[src/sv/windowed_moving_average_unit_defines.svh]
// Assertion helpers for the moving average unit.
`ifndef WINDOWED_MOVING_AVERAGE_UNIT_DEFINES_SVH
`define WINDOWED_MOVING_AVERAGE_UNIT_DEFINES_SVH

// Same-cycle implication.
`define WMA_ASSERT_NOW(lbl, clk, rstn, ante, cons, msg) \
  lbl: assert property (@(posedge clk) disable iff (!rstn) (ante) |-> (cons)) else $error(msg);

// Next-cycle implication.
`define WMA_ASSERT_NEXT(lbl, clk, rstn, ante, cons, msg) \
  lbl: assert property (@(posedge clk) disable iff (!rstn) (ante) |=> (cons)) else $error(msg);

`endif

[src/sv/wma_pkg.sv]
package wma_pkg;

  localparam int unsigned SAMPLE_W = 16;
  localparam int unsigned COUNT_W  = 7;
  localparam int unsigned WIN_W    = 7;

  localparam logic [WIN_W-1:0] WINDOW_RESET = 7'd64;

  // func field encoding
  localparam logic FUNC_CLEAR = 1'b1;

  // command queue between front and back
  localparam int unsigned QUEUE_DEPTH = 2;
  localparam int unsigned QPTR_W      = 1;
  localparam int unsigned QCNT_W      = 2;

  typedef enum logic [0:0] {
    OP_ADD   = 1'b0,
    OP_CLEAR = 1'b1
  } op_e;

  typedef struct packed {
    op_e                        op;
    logic signed [SAMPLE_W-1:0] sample;
  } cmd_t;

  typedef struct packed {
    logic signed [SAMPLE_W-1:0] average;
    logic [COUNT_W-1:0]         fill_count;
  } res_t;

endpackage

[src/sv/windowed_moving_average_unit.sv]
// Channel | Dir | Handshake                 | Beat payload
// in      | in  | in_valid_i / in_ready_o   | func_i, sample_i (Q8.8)
// out     | out | out_valid_o / out_ready_i | average_o (Q8.8), fill_count_o
// cfg     | in  | cfg_valid_i / cfg_ready_o | window_size_i
//
// Add beat: the ring and sum are updated, then the result is set by the
// bit-serial divider that takes one quotient bit per cycle.
// Clear beat: no divide. The single-port ring is read once and written once
// per add. rst_ni (async, active low) empties the ring and sets window 64.
// A two-deep command queue keeps taking beats while the back end works, and
// the output register lets the back end finish while a result is stalled.
`include "windowed_moving_average_unit_defines.svh"

module windowed_moving_average_unit import wma_pkg::*; #(
  parameter int unsigned WINDOW_MAX = 64
) (
  input  logic                       clk_i,
  input  logic                       rst_ni,
  input  logic                       in_valid_i,
  output logic                       in_ready_o,
  input  logic                       func_i,
  input  logic signed [SAMPLE_W-1:0] sample_i,
  output logic                       out_valid_o,
  input  logic                       out_ready_i,
  output logic signed [SAMPLE_W-1:0] average_o,
  output logic [COUNT_W-1:0]         fill_count_o,
  input  logic                       cfg_valid_i,
  output logic                       cfg_ready_o,
  input  logic [WIN_W-1:0]           window_size_i
);

  // largest window the 7-bit register can select
  localparam int unsigned EFF_MAX = (WINDOW_MAX < 127) ? WINDOW_MAX : 127;
  localparam int unsigned IW      = $clog2(WINDOW_MAX);
  // exact sum of up to EFF_MAX signed 16-bit samples
  localparam int unsigned SUM_W   = SAMPLE_W + $clog2(EFF_MAX);

  logic [WIN_W-1:0] win_q;
  logic [WIN_W-1:0] win_eff;
  logic             cfg_fire;
  logic             cmd_valid, cmd_ready;
  cmd_t             cmd;
  logic             res_valid, res_ready;
  res_t             res;
  logic             out_valid_q;
  res_t             out_q;

  assign cfg_ready_o = 1'b1;
  assign cfg_fire    = cfg_valid_i && cfg_ready_o;

  always_ff @(posedge clk_i or negedge rst_ni) begin
    if (!rst_ni) begin
      win_q <= WINDOW_RESET;
    end else if (cfg_fire) begin
      win_q <= window_size_i;
    end
  end

  // zero acts as one; anything beyond the ring depth is clamped
  always_comb begin
    if (win_q == '0) begin
      win_eff = WIN_W'(1);
    end else if (win_q > WIN_W'(EFF_MAX)) begin
      win_eff = WIN_W'(EFF_MAX);
    end else begin
      win_eff = win_q;
    end
  end

  wma_front u_front (
    .clk_i       (clk_i),
    .rst_ni      (rst_ni),
    .in_valid_i  (in_valid_i),
    .in_ready_o  (in_ready_o),
    .func_i      (func_i),
    .sample_i    (sample_i),
    .cmd_valid_o (cmd_valid),
    .cmd_ready_i (cmd_ready),
    .cmd_o       (cmd)
  );

  wma_back #(
    .WINDOW_MAX (WINDOW_MAX),
    .IW         (IW),
    .SUM_W      (SUM_W)
  ) u_back (
    .clk_i       (clk_i),
    .rst_ni      (rst_ni),
    .win_i       (win_eff),
    .cfg_clear_i (cfg_fire),
    .cmd_valid_i (cmd_valid),
    .cmd_ready_o (cmd_ready),
    .cmd_i       (cmd),
    .res_valid_o (res_valid),
    .res_ready_i (res_ready),
    .res_o       (res)
  );

  // output register
  assign res_ready = !out_valid_q || out_ready_i;

  always_ff @(posedge clk_i or negedge rst_ni) begin
    if (!rst_ni) begin
      out_valid_q <= 1'b0;
    end else if (res_valid && res_ready) begin
      out_valid_q <= 1'b1;
    end else if (out_ready_i) begin
      out_valid_q <= 1'b0;
    end
  end

  always_ff @(posedge clk_i) begin
    if (res_valid && res_ready) begin
      out_q <= res;
    end
  end

  assign out_valid_o  = out_valid_q;
  assign average_o    = out_q.average;
  assign fill_count_o = out_q.fill_count;

  `WMA_ASSERT_NOW(a_fill_in_window, clk_i, rst_ni, out_valid_q, out_q.fill_count <= win_eff, "fill count beyond window")
  `WMA_ASSERT_NOW(a_empty_zero, clk_i, rst_ni, out_valid_q && out_q.fill_count == '0, out_q.average == '0, "non-zero average with empty window")
  `WMA_ASSERT_NEXT(a_out_drains, clk_i, rst_ni, out_valid_q && out_ready_i && !res_valid, !out_valid_q, "output register did not drain")

endmodule

[src/sv/wma_front.sv]
module wma_front import wma_pkg::*; (
  input  logic                       clk_i,
  input  logic                       rst_ni,
  input  logic                       in_valid_i,
  output logic                       in_ready_o,
  input  logic                       func_i,
  input  logic signed [SAMPLE_W-1:0] sample_i,
  output logic                       cmd_valid_o,
  input  logic                       cmd_ready_i,
  output cmd_t                       cmd_o
);

  cmd_t              slot_q [QUEUE_DEPTH];
  logic [QPTR_W-1:0] wr_ptr_q, wr_ptr_d;
  logic [QPTR_W-1:0] rd_ptr_q, rd_ptr_d;
  logic [QCNT_W-1:0] cnt_q, cnt_d;
  cmd_t              in_cmd;
  logic              push, pop;

  // classify the incoming beat
  always_comb begin
    in_cmd.op     = (func_i == FUNC_CLEAR) ? OP_CLEAR : OP_ADD;
    in_cmd.sample = sample_i;
  end

  assign in_ready_o  = (cnt_q != QCNT_W'(QUEUE_DEPTH));
  assign cmd_valid_o = (cnt_q != '0);
  assign cmd_o       = slot_q[rd_ptr_q];
  assign push        = in_valid_i && in_ready_o;
  assign pop         = cmd_valid_o && cmd_ready_i;

  always_comb begin
    wr_ptr_d = push ? wr_ptr_q + 1'b1 : wr_ptr_q;
    rd_ptr_d = pop ? rd_ptr_q + 1'b1 : rd_ptr_q;
    case ({push, pop})
      2'b10:   cnt_d = cnt_q + 1'b1;
      2'b01:   cnt_d = cnt_q - 1'b1;
      default: cnt_d = cnt_q;
    endcase
  end

  always_ff @(posedge clk_i or negedge rst_ni) begin
    if (!rst_ni) begin
      wr_ptr_q <= '0;
      rd_ptr_q <= '0;
      cnt_q    <= '0;
    end else begin
      wr_ptr_q <= wr_ptr_d;
      rd_ptr_q <= rd_ptr_d;
      cnt_q    <= cnt_d;
    end
  end

  always_ff @(posedge clk_i) begin
    if (push) begin
      slot_q[wr_ptr_q] <= in_cmd;
    end
  end

endmodule

[src/sv/wma_div.sv]
module wma_div import wma_pkg::*; #(
  parameter int unsigned DW = 22
) (
  input  logic                       clk_i,
  input  logic                       rst_ni,
  input  logic                       start_i,
  input  logic signed [DW-1:0]       dividend_i,
  input  logic [COUNT_W-1:0]         divisor_i,
  output logic                       done_o,
  output logic signed [SAMPLE_W-1:0] quot_o
);

  localparam int unsigned CNT_W = $clog2(DW);

  logic [DW-1:0]      mag_q;
  logic [COUNT_W-1:0] rem_q;
  logic [COUNT_W-1:0] div_q;
  logic [CNT_W-1:0]   cnt_q;
  logic               neg_q;
  logic               busy_q;
  logic               done_q;
  logic [COUNT_W:0]   rem_sh;
  logic [COUNT_W:0]   diff;
  logic               qbit;

  // one restoring step per cycle on the magnitude
  always_comb begin
    rem_sh = {rem_q, mag_q[DW-1]};
    diff   = rem_sh - {1'b0, div_q};
    qbit   = (rem_sh >= {1'b0, div_q});
  end

  always_ff @(posedge clk_i or negedge rst_ni) begin
    if (!rst_ni) begin
      busy_q <= 1'b0;
      done_q <= 1'b0;
      cnt_q  <= '0;
    end else begin
      done_q <= 1'b0;
      if (start_i) begin
        busy_q <= 1'b1;
        cnt_q  <= '0;
      end else if (busy_q) begin
        cnt_q <= cnt_q + 1'b1;
        if (cnt_q == CNT_W'(DW - 1)) begin
          busy_q <= 1'b0;
          done_q <= 1'b1;
        end
      end
    end
  end

  always_ff @(posedge clk_i) begin
    if (start_i) begin
      mag_q <= dividend_i[DW-1] ? $unsigned(-dividend_i) : $unsigned(dividend_i);
      neg_q <= dividend_i[DW-1];
      div_q <= divisor_i;
      rem_q <= '0;
    end else if (busy_q) begin
      mag_q <= {mag_q[DW-2:0], qbit};
      rem_q <= qbit ? diff[COUNT_W-1:0] : rem_sh[COUNT_W-1:0];
    end
  end

  assign done_o = done_q;
  assign quot_o = neg_q ? -$signed(mag_q[SAMPLE_W-1:0]) : $signed(mag_q[SAMPLE_W-1:0]);

endmodule

[src/sv/wma_back.sv]
module wma_back import wma_pkg::*; #(
  parameter int unsigned WINDOW_MAX = 64,
  parameter int unsigned IW         = 6,
  parameter int unsigned SUM_W      = 22
) (
  input  logic             clk_i,
  input  logic             rst_ni,
  input  logic [WIN_W-1:0] win_i,
  input  logic             cfg_clear_i,
  input  logic             cmd_valid_i,
  output logic             cmd_ready_o,
  input  cmd_t             cmd_i,
  output logic             res_valid_o,
  input  logic             res_ready_i,
  output res_t             res_o
);

  localparam int unsigned CW = (IW > WIN_W) ? IW : WIN_W;

  localparam logic [2:0] S_IDLE  = 3'd0;
  localparam logic [2:0] S_UPD   = 3'd1;
  localparam logic [2:0] S_DIVST = 3'd2;
  localparam logic [2:0] S_DIVW  = 3'd3;
  localparam logic [2:0] S_DONE  = 3'd4;

  logic [2:0]                 state_q, state_d;
  logic [SAMPLE_W-1:0]        ring_q [WINDOW_MAX];
  logic signed [SAMPLE_W-1:0] rd_q;
  logic signed [SAMPLE_W-1:0] smp_q;
  logic [IW-1:0]              idx_q;
  logic [IW-1:0]              cur_q;
  logic [COUNT_W-1:0]         count_q;
  logic signed [SUM_W-1:0]    sum_q;
  logic signed [SAMPLE_W-1:0] avg_q;
  logic [IW-1:0]              idx_eff;
  logic [CW-1:0]              idx_inc;
  logic signed [SAMPLE_W-1:0] old_smp;
  logic signed [SUM_W-1:0]    sum_nx;
  logic                       take;
  logic                       div_start;
  logic                       div_done;
  logic signed [SAMPLE_W-1:0] div_quot;

  assign take        = (state_q == S_IDLE) && cmd_valid_i;
  assign cmd_ready_o = (state_q == S_IDLE);
  assign div_start   = (state_q == S_DIVST);
  assign res_valid_o = (state_q == S_DONE);
  assign res_o       = '{average: avg_q, fill_count: count_q};

  always_comb begin
    idx_eff = (CW'(idx_q) >= CW'(win_i)) ? '0 : idx_q;
    idx_inc = CW'(cur_q) + 1'b1;
    // ring entries are written in order from zero, so the entry about to be
    // overwritten holds a live sample only once the ring has filled
    old_smp = (count_q == win_i) ? rd_q : '0;
    sum_nx  = sum_q - {{(SUM_W-SAMPLE_W){old_smp[SAMPLE_W-1]}}, old_smp}
                    + {{(SUM_W-SAMPLE_W){smp_q[SAMPLE_W-1]}}, smp_q};
  end

  always_comb begin
    state_d = state_q;
    case (state_q)
      S_IDLE: begin
        if (cmd_valid_i) begin
          state_d = (cmd_i.op == OP_CLEAR) ? S_DONE : S_UPD;
        end
      end
      S_UPD:   state_d = S_DIVST;
      S_DIVST: state_d = S_DIVW;
      S_DIVW: begin
        if (div_done) begin
          state_d = S_DONE;
        end
      end
      S_DONE: begin
        if (res_ready_i) begin
          state_d = S_IDLE;
        end
      end
      default: state_d = S_IDLE;
    endcase
  end

  always_ff @(posedge clk_i or negedge rst_ni) begin
    if (!rst_ni) begin
      state_q <= S_IDLE;
      idx_q   <= '0;
      count_q <= '0;
      sum_q   <= '0;
    end else begin
      state_q <= state_d;
      if (take && cmd_i.op == OP_CLEAR) begin
        idx_q   <= '0;
        count_q <= '0;
        sum_q   <= '0;
      end
      if (state_q == S_UPD) begin
        sum_q <= sum_nx;
        idx_q <= (idx_inc >= CW'(win_i)) ? '0 : idx_inc[IW-1:0];
        if (count_q < win_i) begin
          count_q <= count_q + 1'b1;
        end
      end
      if (cfg_clear_i) begin
        idx_q   <= '0;
        count_q <= '0;
        sum_q   <= '0;
      end
    end
  end

  always_ff @(posedge clk_i) begin
    if (take) begin
      rd_q  <= ring_q[idx_eff];
      cur_q <= idx_eff;
      smp_q <= cmd_i.sample;
      if (cmd_i.op == OP_CLEAR) begin
        avg_q <= '0;
      end
    end
    if (state_q == S_UPD) begin
      ring_q[cur_q] <= smp_q;
    end
    if (div_done) begin
      avg_q <= div_quot;
    end
  end

  wma_div #(
    .DW(SUM_W)
  ) u_div (
    .clk_i      (clk_i),
    .rst_ni     (rst_ni),
    .start_i    (div_start),
    .dividend_i (sum_q),
    .divisor_i  (count_q),
    .done_o     (div_done),
    .quot_o     (div_quot)
  );

endmodule
[config.mk]
export PLATFORM = sky130hd
export DESIGN_NAME = windowed_moving_average_unit
export DESIGN_NICKNAME = d
export VERILOG_FILES = /design/src/sv/wma_pkg.sv /design/src/sv/windowed_moving_average_unit.sv /design/src/sv/wma_front.sv /design/src/sv/wma_div.sv /design/src/sv/wma_back.sv
export VERILOG_INCLUDE_DIRS = /design/src /design/src/sv
export SDC_FILE = /design/constraint.sdc
export NUM_CORES = 2
export LEC_CHECK = 0
export ABC_AREA = 1
export BUFFER_PORTS_ARGS = -buffer_cell sky130_fd_sc_hd__buf_4
export CORE_MARGIN = 10
export CORE_UTILIZATION = 40
export DETAILED_ROUTE_END_ITERATION = 10
export SLEW_MARGIN = 20
export SYNTH_ARGS = -nofsm -noshare
export SYNTH_HDL_FRONTEND = slang
export SYNTH_SLANG_ARGS = --single-unit
[constraint.sdc]
create_clock -name clk_i -period 3.8 [get_ports clk_i]
set_input_delay 0.95 -clock clk_i [delete_from_list [all_inputs] [get_ports clk_i]]
set_output_delay 0.95 -clock clk_i [all_outputs]
set_load 0.05 [all_outputs]
==> metrics.csv <==
stage,metric,value,unit
timing,Final setup viols,17,
critical_path,Worst setup EP type,register,
detailed_routing,Highest Signal Layer,met4,
placed_design,# port buffers,53,
critical_path,critical path class,register to register,
final_layout,layout cells sized above 1,18.9,%
clock_tree,"CTS clk-pin slew, worst paths",70,ps
global_routing,number of global-route vias before repair,37300,
power_and_ir_drop,switch share,37.8,%
detailed_routing,WL met2,80000,um
logic_synthesis,syn_area_per_cell,10.6,um^2
timing,Slew headroom,27.4,%
detailed_routing,Pre-Repair DR Iteration Count,6,
detailed_routing,antenna-violating nets left,0,
floorplan,die area,152000,um^2
clock_tree,TritonCTS clock tree,built,
power_and_ir_drop,Power Dens Cells,748,nW/um^2
final_layout,Post-Route Utilization,49.5,%
power_and_ir_drop,combinational fraction of design power,39.5,%
clock_tree,htree depth,4,
detailed_routing,routed via count,39900,
clock_tree,# clock sinks,1229,
timing,Final period util,108,%
detailed_routing,DR WL/cell,22.7,um
placed_design,Placer Congestion,0.879,
global_routing,first-pass GRT wire length,236000,um
logic_synthesis,#FFs+latches synth,1229,
outcome,failing checks,negative setup slack,
detailed_routing,drt drc,0,
power_and_ir_drop,sw power,19.0,mW
placed_design,DP HPWL,94300,um
power_and_ir_drop,Power Total,50.3,mW
logic_synthesis,Mapped Cells,5186,
job,Max-cap violations,0,
final_layout,area grow syn2layout,22.5,%
global_routing,largest net degree at the start of global routing,172,
logic_synthesis,post-synthesis sequential area ratio,66.6,%
clock_tree,Clock Tree Buf Depth,3,
timing,maximum clock frequency,243,MHz
critical_path,Critical Path Fanout Max,8,
floorplan,area of the core,136000,um^2
logic_synthesis,synth top area cells,"edfxtp_1 (64%), nand2_1 (7.1%), nand3_1 (6.3%)",
clock_tree,worst-skew pair later-pin latency,790,ps
logic_synthesis,Unique masters post-synth,43,
critical_path,worst-path cell chain,nor4_2 -> nand3_1 -> nand2_2 -> nand2_2 -> ha_4 -> nand2_2 -> nor2_2 -> nand4_1 -> buf_12 -> nor2_4 -> fa_1 -> inv_2 -> ha_4 -> nand2_4 -> nor2_4 -> nor3b_4 -> buf_4 -> nand2_2 -> nand3_4 -> buf_6 -> a21oi_2 -> or2_4 -> nand3_2 -> o21ai_2,
clock_tree,cts hold-fix bufs,0,
detailed_routing,drt total wl,168000,um
timing,RSZ-0062 raised after global routing,true,
global_routing,initial antenna violation count,2,
logic_synthesis,"EDFF count, synth",1165,
detailed_routing,WL met3,13800,um
logic_synthesis,share of flip-flops with an asynchronous set or reset,4.64,%
outcome,status,finished with violations,
critical_path,worst path arrival time,4720,ps
power_and_ir_drop,clock power share,24.7,%
critical_path,CP dominant cell by count,nand2_2,
power_and_ir_drop,sequential share of power,35.8,%
floorplan,I/O pin count,55,
final_layout,# nets final,5613,
detailed_routing,vias per inst,5.39,
logic_synthesis,Synthesized Nets,5293,
logic_synthesis,top-area cell type share of the netlist area,63.8,%
critical_path,slowest CP cell,fa_1,
timing,setup tns final,-2640,ps
detailed_routing,WL met1,68300,um
clock_tree,Root Buffer Master,clkbuf_16,
power_and_ir_drop,Internal,31.2,mW
logic_synthesis,Synth area leader,edfxtp_1,
critical_path,crit start category,register,
clock_tree,CTS buffer count,133,
power_and_ir_drop,Max VDD drop,0.000462,V
timing,post-route minimum period,4110,ps
timing,Setup WS post-layout,-313,ps
timing,worst clock skew,32.6,ps
timing,Final Max Slew Viols,0,
timing,Tightest Pin Transition,1090,ps
floorplan,DIE WIDTH,390,um
hold_path,HP Class,input port to asynchronous set/reset pin,
floorplan,Initial Util,40.4,%
logic_synthesis,Synth Warn #,0,
floorplan,Die Y,390,um
logic_synthesis,Post-synth top flop,edfxtp_1,
floorplan,row count,135,
global_routing,GRT Total Usage,20.3,%
timing,worst hold slack,272,ps
power_and_ir_drop,Static Leakage,27.5,nW
logic_synthesis,Post-Syn Area,54800,um^2
timing,"Hold Vio Cnt, Final",0,
critical_path,CP max stage delay,430,ps
detailed_routing,Initial DRC Count,4345,
global_routing,GRT Residual Overflow,0,
critical_path,worst path required time,4410,ps
placed_design,dpl ws,-467,ps
-- cell type report --
type	instances	area, um^2
timing repair buffer	471	5000
sequential	1229	36600
clock buffer	167	3540
antenna	1	2.50
tap	1781	2230
inverter	626	2400
multi-input combinational	3045	16900
fill	12100	68600
clock inverter	74	587
-- cell families after synthesis --
group                      count (synthesis)  share of synthesized area (%)
and+or+nand+nor                         2582                           20.6
adders and majority gates                 78                           2.08
muxes                                      1                         0.0183
DFF                                     1229                           66.6
AOI/OAI and AO/OA                        349                           3.42
buffers and inverters                    912                           6.66
xor gates and xnor gates                  34                          0.543
other                                      1                        0.00684
-- Yosys cell counts, drive strengths merged, types with 4 or more instances --
master	count
a21oi	81
o21bai	5
a31oi	5
edfxtp	1165
nor3	18
dfxtp	7
nand2	1043
o21ai	211
buf	165
o211ai	21
o22ai	10
nor2	543
dfrtp	56
nand4	225
xor2	29
fa	22
nand3	692
xnor2	5
inv	623
or2	52
nor4	5
o21a	4
clkbuf	121
ha	56
-- registers in the layout, indices dropped and copies added, names as in the netlist, 7 cells and up --
name	count
average_o	16
fill_count_o	7
u_back.avg_q	16
u_back.count_q	7
u_back.rd_q	16
u_back.ring_q	1024
u_back.smp_q	16
u_back.sum_q	22
u_back.u_div.div_q	7
u_back.u_div.mag_q	22
u_back.u_div.rem_q	7
u_front.slot_q	34
win_q	7
-- power groups by stage --
stage               clock network (mW)  logic (mW)  registers, mW
floorplan                            0        7.99           18.8
global placement                     0        15.8           18.2
detailed placement                   0        15.9           18.2
CTS                               12.6        16.8           18.0
global route                      13.1        21.3           18.1
finish                            12.4        19.9           18.0
-- per-stage QoR --
stage	std cells	area, um^2
2_1_floorplan	5186	54900
3_3_place_gp	7074	59400
3_5_place_dp	7074	59400
4_1_cts	7325	64100
5_1_grt	7394	67200
6_report	7394	67200
-- placed cells by master, fill, tap and decap left out, drive strengths merged, types with 2 or more instances in the layout --
cell type / Yosys / routed
a211oi: 3 / 3
a21boi: 3 / 3
a21oi: 81 / 81
a31oi: 5 / 5
buf: 165 / 446
bufinv: 0 / 6
clkbuf: 121 / 191
clkinv: 3 / 64
clkinvlp: 0 / 2
dfrtp: 56 / 56
dfxtp: 7 / 7
edfxtp: 1165 / 1165
fa: 22 / 22
ha: 56 / 56
inv: 623 / 628
nand2: 1043 / 1043
nand3: 692 / 692
nand4: 225 / 225
nor2: 543 / 543
nor3: 18 / 18
nor3b: 3 / 3
nor4: 5 / 5
o211ai: 21 / 21
o21a: 4 / 4
o21ai: 211 / 211
o21bai: 5 / 5
o22ai: 10 / 10
o31ai: 2 / 2
o32ai: 2 / 2
or2: 52 / 52
xnor2: 5 / 5
xor2: 29 / 29
-- metal layers --
metal / track usage, % / vias to the layer above
li1: - / 18300
met1: 27.6 / 19500
met2: 33.1 / 1714
met3: 2.87 / 302
met4: 7.54 / 0
met5: 0 / -
-- path summary, 6_finish.rpt --
| check | startpoint | endpoint | slack, ps | depth (start not counted) |
|---|---|---|---|---|
| max in group asynchronous | rst_ni | u_back.idx_q[0] | 2910 | 1 |
| min in group clk_i | sample_i[15] | u_front.slot_q[1][15] | 360 | 1 |
| hold / removal | rst_ni | u_back.sum_q[18] | 270 | 1 |
| setup / recovery | win_q[4] | u_back.sum_q[19] | -310 | 24 |
| setup reg to reg | win_q[4] | u_back.sum_q[19] | -310 | 24 |
| hold reg to reg | u_back.avg_q[15] | average_o[15] | 410 | 0 |
-- critical path, delay by kind of cell (launching register included) --
family	cells	cell delay (ps)
buffers and inverters	4	580
and+or+nand+nor	15	2050
DFF	1	390
AOI/OAI and AO/OA	2	90
adders and majority gates	3	840
-- timing repair --
| item | CTS | global route |
|---|---|---|
| setup buffers | 7 | 41 |
| resized for setup | 99 | 480 |
| cloned | 3 | 29 |
| pin swaps | 9 | 112 |
| setup endpoints to repair | 33 | 35 |
| hold endpoints to repair | 0 | 0 |
Note: power is estimated with default switching activity, not from simulation.
